File: src/sv/cds_pkg.sv
// Shared types, status codes and calendar helpers for the date shifter.
package cds_pkg;

    localparam int YEAR_W = 14;
    localparam int DAY_W  = 5;
    localparam int MON_W  = 4;
    localparam int YMOD_W = 9;
    localparam int ST_W   = 2;

    localparam logic [ST_W-1:0] ST_OK    = 2'd0;
    localparam logic [ST_W-1:0] ST_BAD   = 2'd1;
    localparam logic [ST_W-1:0] ST_RANGE = 2'd2;

    localparam logic [YEAR_W-1:0] YEAR_MIN = 14'd1;
    localparam logic [YEAR_W-1:0] YEAR_MAX = 14'd9999;
    localparam logic [MON_W-1:0]  MON_JAN  = 4'd1;
    localparam logic [MON_W-1:0]  MON_FEB  = 4'd2;
    localparam logic [MON_W-1:0]  MON_DEC  = 4'd12;
    localparam logic [DAY_W-1:0]  DAY_ONE  = 5'd1;
    localparam logic [DAY_W-1:0]  DAY_DEC  = 5'd31;
    localparam logic [YMOD_W-1:0] YMOD_TOP = 9'd399;

    typedef struct packed {
        logic              bad;
        logic              cmd;
        logic [DAY_W-1:0]  day;
        logic [MON_W-1:0]  month;
        logic [YEAR_W-1:0] year;
        logic [YMOD_W-1:0] ymod;
    } t_job;

    // leap test from year mod 400
    function automatic logic is_leap(input logic [YMOD_W-1:0] ymod);
        return (ymod[1:0] == 2'd0) && (ymod != 9'd100) && (ymod != 9'd200)
            && (ymod != 9'd300);
    endfunction

    function automatic logic [DAY_W-1:0] month_len(input logic [MON_W-1:0] m,
                                                   input logic leap);
        logic [DAY_W-1:0] len;
        unique case (m) inside
            4'd4, 4'd6, 4'd9, 4'd11: len = 5'd30;
            MON_FEB:                 len = leap ? 5'd29 : 5'd28;
            default:                 len = 5'd31;
        endcase
        return len;
    endfunction

endpackage

File: src/sv/cds_front.sv
// Front end: takes a command, reduces the year mod 400 and validates the date.
module cds_front
    import cds_pkg::*;
#(
    parameter int COUNT_WIDTH = 16
) (
    input  logic                   i_clk,
    input  logic                   i_rst_n,
    input  logic                   i_start,
    input  logic                   i_cmd,
    input  logic [6:0]             i_in_day,
    input  logic [6:0]             i_in_month,
    input  logic [YEAR_W-1:0]      i_in_year,
    input  logic [COUNT_WIDTH-1:0] i_day_count,
    input  logic                   i_full,
    output logic                   o_busy,
    output logic                   o_push,
    output t_job                   o_job,
    output logic [COUNT_WIDTH-1:0] o_count
);

    localparam logic [1:0] F_IDLE = 2'd0;
    localparam logic [1:0] F_MOD  = 2'd1;
    localparam logic [1:0] F_PUSH = 2'd2;
    localparam logic [2:0] LAST_STEP = 3'd5;

    logic [1:0]             r_state, n_state;
    logic [2:0]             r_step, n_step;
    logic [YEAR_W-1:0]      r_rem, n_rem;
    logic                   r_cmd;
    logic [6:0]             r_day, r_month;
    logic [YEAR_W-1:0]      r_year;
    logic [COUNT_WIDTH-1:0] r_count;

    logic [YEAR_W-1:0] sub_k;
    logic              leap;
    logic              ok;

    // restoring reduction: 12800, 6400, ... 400
    always_comb begin
        unique case (r_step)
            3'd0:    sub_k = 14'd12800;
            3'd1:    sub_k = 14'd6400;
            3'd2:    sub_k = 14'd3200;
            3'd3:    sub_k = 14'd1600;
            3'd4:    sub_k = 14'd800;
            default: sub_k = 14'd400;
        endcase
    end

    assign leap = is_leap(r_rem[YMOD_W-1:0]);
    assign ok = (r_day != 7'd0) && (r_month != 7'd0) && (r_month <= 7'd12)
             && (r_year != 14'd0) && (r_year <= YEAR_MAX)
             && (r_day <= {2'b00, month_len(r_month[MON_W-1:0], leap)});

    always_comb begin
        n_state = r_state;
        n_step  = r_step;
        n_rem   = r_rem;
        unique case (r_state)
            F_IDLE: begin
                if (i_start) begin
                    n_state = F_MOD;
                    n_step  = 3'd0;
                    n_rem   = i_in_year;
                end
            end
            F_MOD: begin
                if (r_rem >= sub_k) begin
                    n_rem = r_rem - sub_k;
                end
                n_step = r_step + 3'd1;
                if (r_step == LAST_STEP) begin
                    n_state = F_PUSH;
                end
            end
            F_PUSH: begin
                if (!i_full) begin
                    n_state = F_IDLE;
                end
            end
            default: n_state = F_IDLE;
        endcase
    end

    always_ff @(posedge i_clk) begin
        if (!i_rst_n) begin
            r_state <= F_IDLE;
        end else begin
            r_state <= n_state;
        end
        r_step <= n_step;
        r_rem  <= n_rem;
        if (r_state == F_IDLE && i_start) begin
            r_cmd   <= i_cmd;
            r_day   <= i_in_day;
            r_month <= i_in_month;
            r_year  <= i_in_year;
            r_count <= i_day_count;
        end
    end

    assign o_busy      = (r_state != F_IDLE);
    assign o_push      = (r_state == F_PUSH) && !i_full;
    assign o_job.bad   = !ok;
    assign o_job.cmd   = r_cmd;
    assign o_job.day   = r_day[DAY_W-1:0];
    assign o_job.month = r_month[MON_W-1:0];
    assign o_job.year  = r_year;
    assign o_job.ymod  = r_rem[YMOD_W-1:0];
    assign o_count     = r_count;

endmodule

File: src/sv/cds_fifo.sv
// Two-entry queue between the front end and the stepping engine.
module cds_fifo #(
    parameter int DATA_W = 8
) (
    input  logic              i_clk,
    input  logic              i_rst_n,
    input  logic              i_push,
    input  logic [DATA_W-1:0] i_data,
    input  logic              i_pop,
    output logic              o_full,
    output logic              o_empty,
    output logic [DATA_W-1:0] o_data
);

    logic [DATA_W-1:0] r_mem [2];
    logic              r_wr, r_rd;
    logic [1:0]        r_cnt;

    always_ff @(posedge i_clk) begin
        if (!i_rst_n) begin
            r_wr  <= 1'b0;
            r_rd  <= 1'b0;
            r_cnt <= 2'd0;
        end else begin
            if (i_push) begin
                r_wr <= ~r_wr;
            end
            if (i_pop) begin
                r_rd <= ~r_rd;
            end
            if (i_push && !i_pop) begin
                r_cnt <= r_cnt + 2'd1;
            end else if (i_pop && !i_push) begin
                r_cnt <= r_cnt - 2'd1;
            end
        end
        if (i_push) begin
            r_mem[r_wr] <= i_data;
        end
    end

    assign o_full  = (r_cnt == 2'd2);
    assign o_empty = (r_cnt == 2'd0);
    assign o_data  = r_mem[r_rd];

endmodule

File: src/sv/cds_back.sv
// Stepping engine: moves the date one day per cycle and drives the result.
module cds_back
    import cds_pkg::*;
#(
    parameter int COUNT_WIDTH = 16
) (
    input  logic                   i_clk,
    input  logic                   i_rst_n,
    input  logic                   i_empty,
    input  t_job                   i_job,
    input  logic [COUNT_WIDTH-1:0] i_count,
    output logic                   o_pop,
    output logic                   o_done,
    output logic [DAY_W-1:0]       o_out_day,
    output logic [MON_W-1:0]       o_out_month,
    output logic [YEAR_W-1:0]      o_out_year,
    output logic [ST_W-1:0]        o_status
);

    localparam logic B_IDLE = 1'b0;
    localparam logic B_RUN  = 1'b1;
    localparam logic [COUNT_WIDTH-1:0] CNT_ONE = COUNT_WIDTH'(1);

    logic                   r_state, n_state;
    logic                   r_cmd, n_cmd;
    logic [DAY_W-1:0]       r_day, n_day, r_oday, n_oday;
    logic [MON_W-1:0]       r_month, n_month, r_omonth, n_omonth;
    logic [YEAR_W-1:0]      r_year, n_year, r_oyear, n_oyear;
    logic [YMOD_W-1:0]      r_ymod, n_ymod;
    logic [COUNT_WIDTH-1:0] r_cnt, n_cnt;
    logic                   r_done, n_done;
    logic [DAY_W-1:0]       r_out_day, n_out_day;
    logic [MON_W-1:0]       r_out_month, n_out_month;
    logic [YEAR_W-1:0]      r_out_year, n_out_year;
    logic [ST_W-1:0]        r_status, n_status;

    logic             leap;
    logic [DAY_W-1:0] len_cur, len_prev;
    logic             hit;
    logic [DAY_W-1:0] s_day;
    logic [MON_W-1:0] s_month;
    logic [YEAR_W-1:0] s_year;
    logic [YMOD_W-1:0] s_ymod;

    assign leap     = is_leap(r_ymod);
    assign len_cur  = month_len(r_month, leap);
    assign len_prev = month_len(r_month - 4'd1, leap);

    // one day forward or back
    always_comb begin
        hit     = 1'b0;
        s_day   = r_day;
        s_month = r_month;
        s_year  = r_year;
        s_ymod  = r_ymod;
        if (!r_cmd) begin
            if (r_day != len_cur) begin
                s_day = r_day + 5'd1;
            end else if (r_month != MON_DEC) begin
                s_month = r_month + 4'd1;
                s_day   = DAY_ONE;
            end else if (r_year == YEAR_MAX) begin
                hit = 1'b1;
            end else begin
                s_year  = r_year + 14'd1;
                s_ymod  = (r_ymod == YMOD_TOP) ? 9'd0 : r_ymod + 9'd1;
                s_month = MON_JAN;
                s_day   = DAY_ONE;
            end
        end else begin
            if (r_day != DAY_ONE) begin
                s_day = r_day - 5'd1;
            end else if (r_month != MON_JAN) begin
                s_month = r_month - 4'd1;
                s_day   = len_prev;
            end else if (r_year == YEAR_MIN) begin
                hit = 1'b1;
            end else begin
                s_year  = r_year - 14'd1;
                s_ymod  = (r_ymod == 9'd0) ? YMOD_TOP : r_ymod - 9'd1;
                s_month = MON_DEC;
                s_day   = DAY_DEC;
            end
        end
    end

    always_comb begin
        n_state     = r_state;
        n_cmd       = r_cmd;
        n_day       = r_day;
        n_month     = r_month;
        n_year      = r_year;
        n_ymod      = r_ymod;
        n_oday      = r_oday;
        n_omonth    = r_omonth;
        n_oyear     = r_oyear;
        n_cnt       = r_cnt;
        n_done      = 1'b0;
        n_out_day   = r_out_day;
        n_out_month = r_out_month;
        n_out_year  = r_out_year;
        n_status    = r_status;
        o_pop       = 1'b0;
        unique case (r_state)
            B_IDLE: begin
                if (!i_empty) begin
                    o_pop = 1'b1;
                    if (i_job.bad) begin
                        n_done      = 1'b1;
                        n_out_day   = '0;
                        n_out_month = '0;
                        n_out_year  = '0;
                        n_status    = ST_BAD;
                    end else if (i_count == '0) begin
                        n_done      = 1'b1;
                        n_out_day   = i_job.day;
                        n_out_month = i_job.month;
                        n_out_year  = i_job.year;
                        n_status    = ST_OK;
                    end else begin
                        n_state  = B_RUN;
                        n_cmd    = i_job.cmd;
                        n_day    = i_job.day;
                        n_month  = i_job.month;
                        n_year   = i_job.year;
                        n_ymod   = i_job.ymod;
                        n_oday   = i_job.day;
                        n_omonth = i_job.month;
                        n_oyear  = i_job.year;
                        n_cnt    = i_count;
                    end
                end
            end
            B_RUN: begin
                if (hit) begin
                    n_state     = B_IDLE;
                    n_done      = 1'b1;
                    n_out_day   = r_oday;
                    n_out_month = r_omonth;
                    n_out_year  = r_oyear;
                    n_status    = ST_RANGE;
                end else begin
                    n_day   = s_day;
                    n_month = s_month;
                    n_year  = s_year;
                    n_ymod  = s_ymod;
                    n_cnt   = r_cnt - CNT_ONE;
                    if (r_cnt == CNT_ONE) begin
                        n_state     = B_IDLE;
                        n_done      = 1'b1;
                        n_out_day   = s_day;
                        n_out_month = s_month;
                        n_out_year  = s_year;
                        n_status    = ST_OK;
                    end
                end
            end
            default: n_state = B_IDLE;
        endcase
    end

    always_ff @(posedge i_clk) begin
        if (!i_rst_n) begin
            r_state <= B_IDLE;
            r_done  <= 1'b0;
        end else begin
            r_state <= n_state;
            r_done  <= n_done;
        end
        r_cmd       <= n_cmd;
        r_day       <= n_day;
        r_month     <= n_month;
        r_year      <= n_year;
        r_ymod      <= n_ymod;
        r_oday      <= n_oday;
        r_omonth    <= n_omonth;
        r_oyear     <= n_oyear;
        r_cnt       <= n_cnt;
        r_out_day   <= n_out_day;
        r_out_month <= n_out_month;
        r_out_year  <= n_out_year;
        r_status    <= n_status;
    end

    assign o_done      = r_done;
    assign o_out_day   = r_out_day;
    assign o_out_month = r_out_month;
    assign o_out_year  = r_out_year;
    assign o_status    = r_status;

endmodule

File: src/sv/calendar_date_shift.sv
// Top level of the Gregorian date shifter.
//
//  channel   | handshake           | payload
//  ----------+---------------------+------------------------------------------------
//  command   | i_start / o_busy    | i_cmd i_in_day i_in_month i_in_year i_day_count
//  result    | o_done (one cycle)  | o_out_day o_out_month o_out_year o_status
//
// Front end stays busy after it takes a transaction, through a 6-step mod-400 reduction
// of the year, then validation and queue write in the push state, so it takes no new
// command until that write is done; o_busy also stays high while the queue is full.
// Stepping engine loads a transaction from the queue while idle, then moves the date
// one day per cycle until the count is used up, taking no new transaction before then;
// the stepping loop sets the rate. Invalid dates and a zero count finish in the load cycle.
// Reset is synchronous and empties the queue; results cannot be stalled.
module calendar_date_shift
    import cds_pkg::*;
#(
    parameter int COUNT_WIDTH = 16
) (
    input  logic                   i_clk,
    input  logic                   i_rst_n,
    input  logic                   i_start,
    output logic                   o_busy,
    input  logic                   i_cmd,
    input  logic [6:0]             i_in_day,
    input  logic [6:0]             i_in_month,
    input  logic [YEAR_W-1:0]      i_in_year,
    input  logic [COUNT_WIDTH-1:0] i_day_count,
    output logic                   o_done,
    output logic [DAY_W-1:0]       o_out_day,
    output logic [MON_W-1:0]       o_out_month,
    output logic [YEAR_W-1:0]      o_out_year,
    output logic [ST_W-1:0]        o_status
);

    localparam int DATA_W = $bits(t_job) + COUNT_WIDTH;

    logic                   push, pop, full, empty;
    t_job                   f_job, q_job;
    logic [COUNT_WIDTH-1:0] f_count, q_count;

    cds_front #(.COUNT_WIDTH(COUNT_WIDTH)) u_front (
        .i_clk       (i_clk),
        .i_rst_n     (i_rst_n),
        .i_start     (i_start),
        .i_cmd       (i_cmd),
        .i_in_day    (i_in_day),
        .i_in_month  (i_in_month),
        .i_in_year   (i_in_year),
        .i_day_count (i_day_count),
        .i_full      (full),
        .o_busy      (o_busy),
        .o_push      (push),
        .o_job       (f_job),
        .o_count     (f_count)
    );

    cds_fifo #(.DATA_W(DATA_W)) u_fifo (
        .i_clk   (i_clk),
        .i_rst_n (i_rst_n),
        .i_push  (push),
        .i_data  ({f_job, f_count}),
        .i_pop   (pop),
        .o_full  (full),
        .o_empty (empty),
        .o_data  ({q_job, q_count})
    );

    cds_back #(.COUNT_WIDTH(COUNT_WIDTH)) u_back (
        .i_clk       (i_clk),
        .i_rst_n     (i_rst_n),
        .i_empty     (empty),
        .i_job       (q_job),
        .i_count     (q_count),
        .o_pop       (pop),
        .o_done      (o_done),
        .o_out_day   (o_out_day),
        .o_out_month (o_out_month),
        .o_out_year  (o_out_year),
        .o_status    (o_status)
    );

endmodule

File: config.mk
export PLATFORM = sky130hd
export DESIGN_NAME = calendar_date_shift
export DESIGN_NICKNAME = d
export VERILOG_FILES = /design/src/sv/cds_pkg.sv /design/src/sv/cds_front.sv /design/src/sv/cds_fifo.sv /design/src/sv/cds_back.sv /design/src/sv/calendar_date_shift.sv
export SDC_FILE = /design/constraint.sdc
export NUM_CORES = 1
export LEC_CHECK = 0
export ABC_CLOCK_PERIOD_IN_PS = 4800
export BUFFER_PORTS_ARGS = -buffer_cell sky130_fd_sc_hd__buf_4
export CAP_MARGIN = 15
export CORE_MARGIN = 2
export CORE_UTILIZATION = 40
export CTS_CLUSTER_SIZE = 20
export DETAILED_ROUTE_END_ITERATION = 8
export PLACE_DENSITY_LB_ADDON = 0.25
export SLEW_MARGIN = 20
export SYNTH_ARGS = -nofsm -noshare
export SYNTH_HDL_FRONTEND = slang
export SYNTH_SLANG_ARGS = --single-unit
File: constraint.sdc
create_clock -name i_clk -period 4.8 [get_ports i_clk]
set_input_delay 1.2 -clock i_clk [delete_from_list [all_inputs] [get_ports i_clk]]
set_output_delay 1.2 -clock i_clk [all_outputs]
set_load 0.02 [all_outputs]
Yosys cells after proc, flatten, opt, wreduce, memory -nomap -nowiden
Memories as Yosys holds them, arrays and structs flattened. A register that Yosys moved wholly into a read port is not among the register bits. Cells that the tools add are included.

Memories kept: 1. Output and inout port bits: 27. Input bits: 48. Logic and storage cells: 266. Register bits after elaboration: 167. Bits in writable memories: 100.

Memories: u_fifo.r_mem (words 2, bits a word 50, read ports 1, clocked after memory_dff 1, write ports 1, line cds_fifo.sv:15) `logic [DATA_W-1:0] r_mem [2];`.

Magnitude comparators: 4. $add $sub $neg: 13. Equality and inequality tests: 53. Bitwise gates (word level): 6. Multiplexer cells: 121. Reduce and logical (&&, ||, !) cells: 42.

Operators with widths (number): two-way mux 14 bit (18); two-way mux 9 bit (13); one-hot mux 14 bit (2 select lines) (3); two-way mux 5 bit (16); one-hot mux 14 bit (5 select lines) (1); two-way mux 16 bit (4); two-way mux 4 bit (16); one-hot mux 5 bit (2 select lines) (5); one-hot mux 16 bit (2 select lines) (1); two-way mux 1 bit (25); equality test 4 x 3 -> 1 bit (second input constant) (6); equality test 4 bit (second input constant) (6); != test 3 bit (second input constant) (7); two-way mux 2 bit (10); != test 9 x 7 -> 1 bit (second input constant) (2); != test 9 x 8 -> 1 bit (second input constant) (2); != test 9 bit (second input constant) (2); one-hot mux 9 bit (2 select lines) (1); equality test 16 x 1 -> 1 bit (second input constant) (1); logical NOT 16 bit (1); one-hot mux 4 bit (2 select lines) (2); subtractor 16 x 1 -> 16 bit (second input constant) (1); logical AND 1 bit (15); adder 14 x 1 -> 14 bit (second input constant) (1); 49 further kinds (80).

Depth between registers and ports, before layout
Depth in word-level cells: 12. Gate-level depth with buffers: 14.

Cells and area by module
From an unflattened synthesis, not the netlist that was laid out.

Cells, all modules: 1089. Area, all modules: 13553.0 um2.

By module, submodules not included: cds_back (seq. area each 2952.8 um2, cells each 670, area an instance 6631.4 um2, times used 1); cds_fifo (seq. area each 3103.0 um2, cells each 178, area an instance 3814.9 um2, times used 1); cds_front (seq. area each 1901.8 um2, cells each 241, area an instance 3106.7 um2, times used 1).

Least setup slack after synthesis
No wires, ideal clock.

Path kind: reg2reg. Start point: register with a tool-made name. End point: register u_back.r_ymod[0] (enable). Cell stages (with the launch flop): 8. Clock period less this slack: 4.583 ns. Setup time: 0.336 ns. Data arrival time: 4.247 ns. Path slack: 0.217 ns. Path buffers: 1. Cells stage by stage: dfxtp_1 -> buf_1 -> mux2i_1 -> nand4_1 -> a21oi_1 -> nor3_1 -> or2_1 -> o21a_1.

RTL lines: end signal, assigned (line cds_back.sv:174) `r_ymod <= n_ymod;`; end, declared (line cds_back.sv:29) `logic [YMOD_W-1:0] r_ymod, n_ymod;`.

Worst setup path in the final report
Start point: register u_front.r_step[1]. End point: register u_front.r_rem[5] (enable).

Longest elaborated chain between the ends: 5. Elaborated cells on any way between the ends: 9. Classes of those cells: order compare: 1; eq/ne: 5; mux: 1; reduce/logical: 2.

Ends and longest elaborated chain: start, declared (line cds_front.sv:28) `logic [2:0] r_step, n_step;`; start signal, assigned (line cds_front.sv:92) `r_step <= n_step;`; equality test 3 bit, or another cell as far along (line cds_front.sv:41) `unique case (r_step)`; one-hot mux 14 bit (5 select lines) (*) (line cds_front.sv:41); >= comparator 14 bit (*) (line cds_front.sv:69) `if (r_rem >= sub_k) begin`; != test 2 x 1 -> 1 bit (no line) (*); AND reduction 3 bit (no line) (*); end signal, assigned (line cds_front.sv:93) `r_rem <= n_rem;`; end, declared (line cds_front.sv:29) `logic [YEAR_W-1:0] r_rem, n_rem;`.

Every way passes the cells marked *; elsewhere a longest branch is shown, timed or not. A chain may end at the register's enable or synchronous reset.

==> results.txt <==
* Status: finished clean
* Cell type with the largest total area after synthesis: edfxtp_1
* Chip Height: 184 µm
* Unrepaired setup endpoints after global routing: no
* Number of violations reported at the end of detailed-routing iteration 0: 662
- Ant diodes: 0
- Ys Warns: 0
- The share of total power dissipated in sequential elements is 0.434.
* Tightest Pin Transition: 978 ps
- Grt total ovfl: 0
- The initial antenna violation count is 0.
- Max-slew violation count: 0
- Effective utilization at floorplan: 0.403
* Logic gate share of total power: 0.275
* Required time of the worst setup path: 4970 ps
- Average cell area after synthesis: 12.4 µm²
* Type of element capturing the critical path: flop
- In this run, placement finished with an instance count of 1,535.
- Cell internal power was estimated by the tool at 5.53 mW.
- Sequential element share of the synthesized area: 0.611
- After detailed routing, the average wire length per cell comes to 18.7 µm.
- In the final timing run, aggregate negative setup slack is 0 ps.
* Layout net count: 1,208
* Chip width: 184 µm
- Across all layers, the routed design uses 8,463 vias.
- Share of post-route cells with drive strength above 1: 0.168
- The slowest stage of the critical path is the o22ai_1 cell.
* Length of the first detailed-routing pass in iterations: 5
- Class of the most critical setup path: reg2reg
* Pwr/cell area: 547 mW/mm²
* TritonCTS clock tree: built
- I/O pin cnt: 75
- Fill cells in the final layout number 2,901.
- In this run, distinct cell masters in the synthesized netlist total 87.
- Startpoint kind of the worst setup timing path: flop
- For this run, the leading register cell type out of synthesis is edfxtp_1.
- Count of cells resized by post-cts repair: 0
- Across every metal layer, demand over resource in global routing totals 0.176.
- Cell types occupying the most area after synthesis: edfxtp_1 60%, ha_1 3.3%, mux2i_1 3.2%
- Hold Path Class: reg2reg
- Number of storage elements in the synthesis netlist: 268
* Die area: 0.0340 mm²
- Quantity of hold-fixing buffers added after cts: 0
- Number of clock buffers inserted by TritonCTS: 29
- Clock-pin slew reported for the worst setup and hold paths after clock tree synthesis: 60 ps
- In this run, synthesis inferred 259 flip-flops with an integrated enable.
* Max-Slew Margin vs Limit: 0.348
* Number of buffers inserted to repair setup after CTS: 0
- Global-route wire length before repair: 46.5 mm
- Area overhead of the layout relative to synthesis: 16.3%
* Clk_skew: 14.3 ps
- Critical Path Max Stage Delay: 780 ps
- Detailed placement HPWL: 21.7 mm
- Async set-or-reset flop fraction in the synthesized netlist: 0
- Of the post-synthesis cell area, the dominant cell type holds 0.598.
* Mapped cell area: 0.0130 mm²
- At the worst endpoint, the arrival time is 3920 ps.
- The design draws 8.28 mW.
- In this run the worst path has a maximum fanout of 10.
- Peak supply drop: 271 µV
* DRC violations left: 0
* Post-Synthesis Cells: 1,047
- Later-pin clock latency in the skew report: 550 ps
- F_max: 267 MHz
* Via count of the first global-routing pass: 8,230
- Across the run, the number of max-cap violations was 0.
- Of the total power, the clock network draws 0.290.
- Number of rows created at floorplan: 66
- The commonest cells after synthesis are 259 x edfxtp_1, 78 x nand2_1, 77 x nor2_1.
- Share of the clock period used by the worst path after layout: 0.781
- Switching power as a share of total power: 0.331
- Once detail routing completed, the nets flagged for antenna violations numbered 0.
- WL final: 29.8 mm
- Final Util: 0.469
- Final Instance Count excl. Fillers: 1,590
* Gpl congestion: 0.908
- The longest clock path from root to sink contains 3 buffers.
- Number of port buffers: 74
* Final hold viol count: 0
- Largest net degree at the start of global routing: 59
- Crit path time final: 3750 ps
* CORE AREA: 0.0323 mm²
- Reg area: 0.00796 mm²
* Average vias per placed instance: 5.32
* Root Buffer Master: clkbuf_16
- Area of the multi-input gates: 0.00474 mm²
- Synthesized net count: 1,130
- Level count of the clock H-tree: 1
- In this run the power spent charging and discharging nets is 2.74 mW.
* Most repeated cell in the gate-level netlist after synthesis: edfxtp_1
- For this design the static power due to leakage is 5.29 nW.
- Number of sinks handled by clock tree synthesis: 268
- Setup violations remaining at the end of the flow were counted as 0.
* Cell breakdown of the critical path: inv_1 > ha_1 > o21ai_0 > and2_1 > ha_1 > fa_1 > nor2b_1 > o21ai_0 > nand2b_1 > a21o_1 > nand2_1 > a21oi_1 > a2111oi_0 > o22ai_1
power by group through the flow:
| stage | Sequential, mW | Combinational [mW] | Clock (mW) |
|---|---|---|---|
| after floorplan | 3.50 | 1.66 | 0 |
| after global placement | 3.62 | 2.25 | 0 |
| after detailed placement | 3.63 | 2.25 | 0 |
| after CTS | 3.59 | 2.27 | 2.45 |
| after global routing | 3.65 | 2.51 | 2.56 |
| final | 3.59 | 2.28 | 2.40 |
metrics by stage:
stage               worst slack [ps]  area [µm²]  hold slack [ps]
finish                          1050       15100              447
global route                     645       15100              461
CTS                             1050       15100              448
detailed placement              1060       14100              431
global placement                1200       14100              424
floorplan                        217       13000              421
layout make-up:
type,instances,share of cell area
clock buffer,31,0.0484
timing repair buffer,91,0.0465
clock inverter,23,0.0205
multi-input combinational,700,0.313
inverter,35,0.00868
tap,442,0.0365
sequential,268,0.526
path summary, 6_finish.rpt:
kind                                         start            endpoint  slack (ps)  cells after the start
worst max-delay path             u_front.r_step[1]    u_front.r_rem[5]        1050                     14
worst min-delay path            u_front.o_count[5]  u_fifo.r_mem[0][5]         450                      0
worst max register to register   u_front.r_step[1]    u_front.r_rem[5]        1050                     14
worst min register to register  u_front.o_count[5]  u_fifo.r_mem[0][5]         450                      0
sequential cells by signal, indices dropped and copies added (netlist names), 5 cells and up, named ones only:
| signal | cells |
|---|---|
| u_back.o_out_day | 5 |
| u_back.o_out_year | 14 |
| u_back.r_cnt | 16 |
| u_back.r_day | 5 |
| u_back.r_oday | 5 |
| u_back.r_oyear | 14 |
| u_back.r_year | 14 |
| u_back.r_ymod | 9 |
| u_fifo.r_mem | 100 |
| u_front.o_count | 16 |
| u_front.r_day | 7 |
| u_front.r_month | 7 |
| u_front.r_rem | 14 |
| u_front.r_year | 14 |
cell families after synthesis:
kind of cell | share of synthesized area
compound gates | 0.111
mux | 0.0482
buf+inv | 0.0262
fa+ha+maj | 0.0342
flops | 0.611
simple gates | 0.140
xor+xnor | 0.0289
cells in the final DEF, fill, tap and decap left out, types with 27 or more instances in the layout:
cell type	instances
a21oi_1	46
buf_4	90
clkbuf_16	29
edfxtp_1	259
ha_1	34
inv_1	33
mux2i_1	41
nand2_1	78
nand3_1	32
nor2_1	76
o21ai_0	62
xnor2_1	27
layer usage:
metal	wire length (µm)	track usage	vias to the layer above	part of all wire
li1	-	-	4135	-
met1	14000	0.253	4062	0.47
met2	13800	0.280	223	0.46
met3	1460	0.0253	43	0.049
met4	561	0.0432	0	0.019
met5	0	0	-	0
critical path: cells and delay by family, from the launching register on:
kind / cells / cell delay (ps)
AO/OA/AOI/OAI: 6 / 1500
buffers and inverters: 1 / 120
AND/OR/NAND/NOR: 4 / 500
flip-flops: 1 / 440
adder cells (fa/ha/maj): 3 / 820
Power figures use the tool's default switching activity.
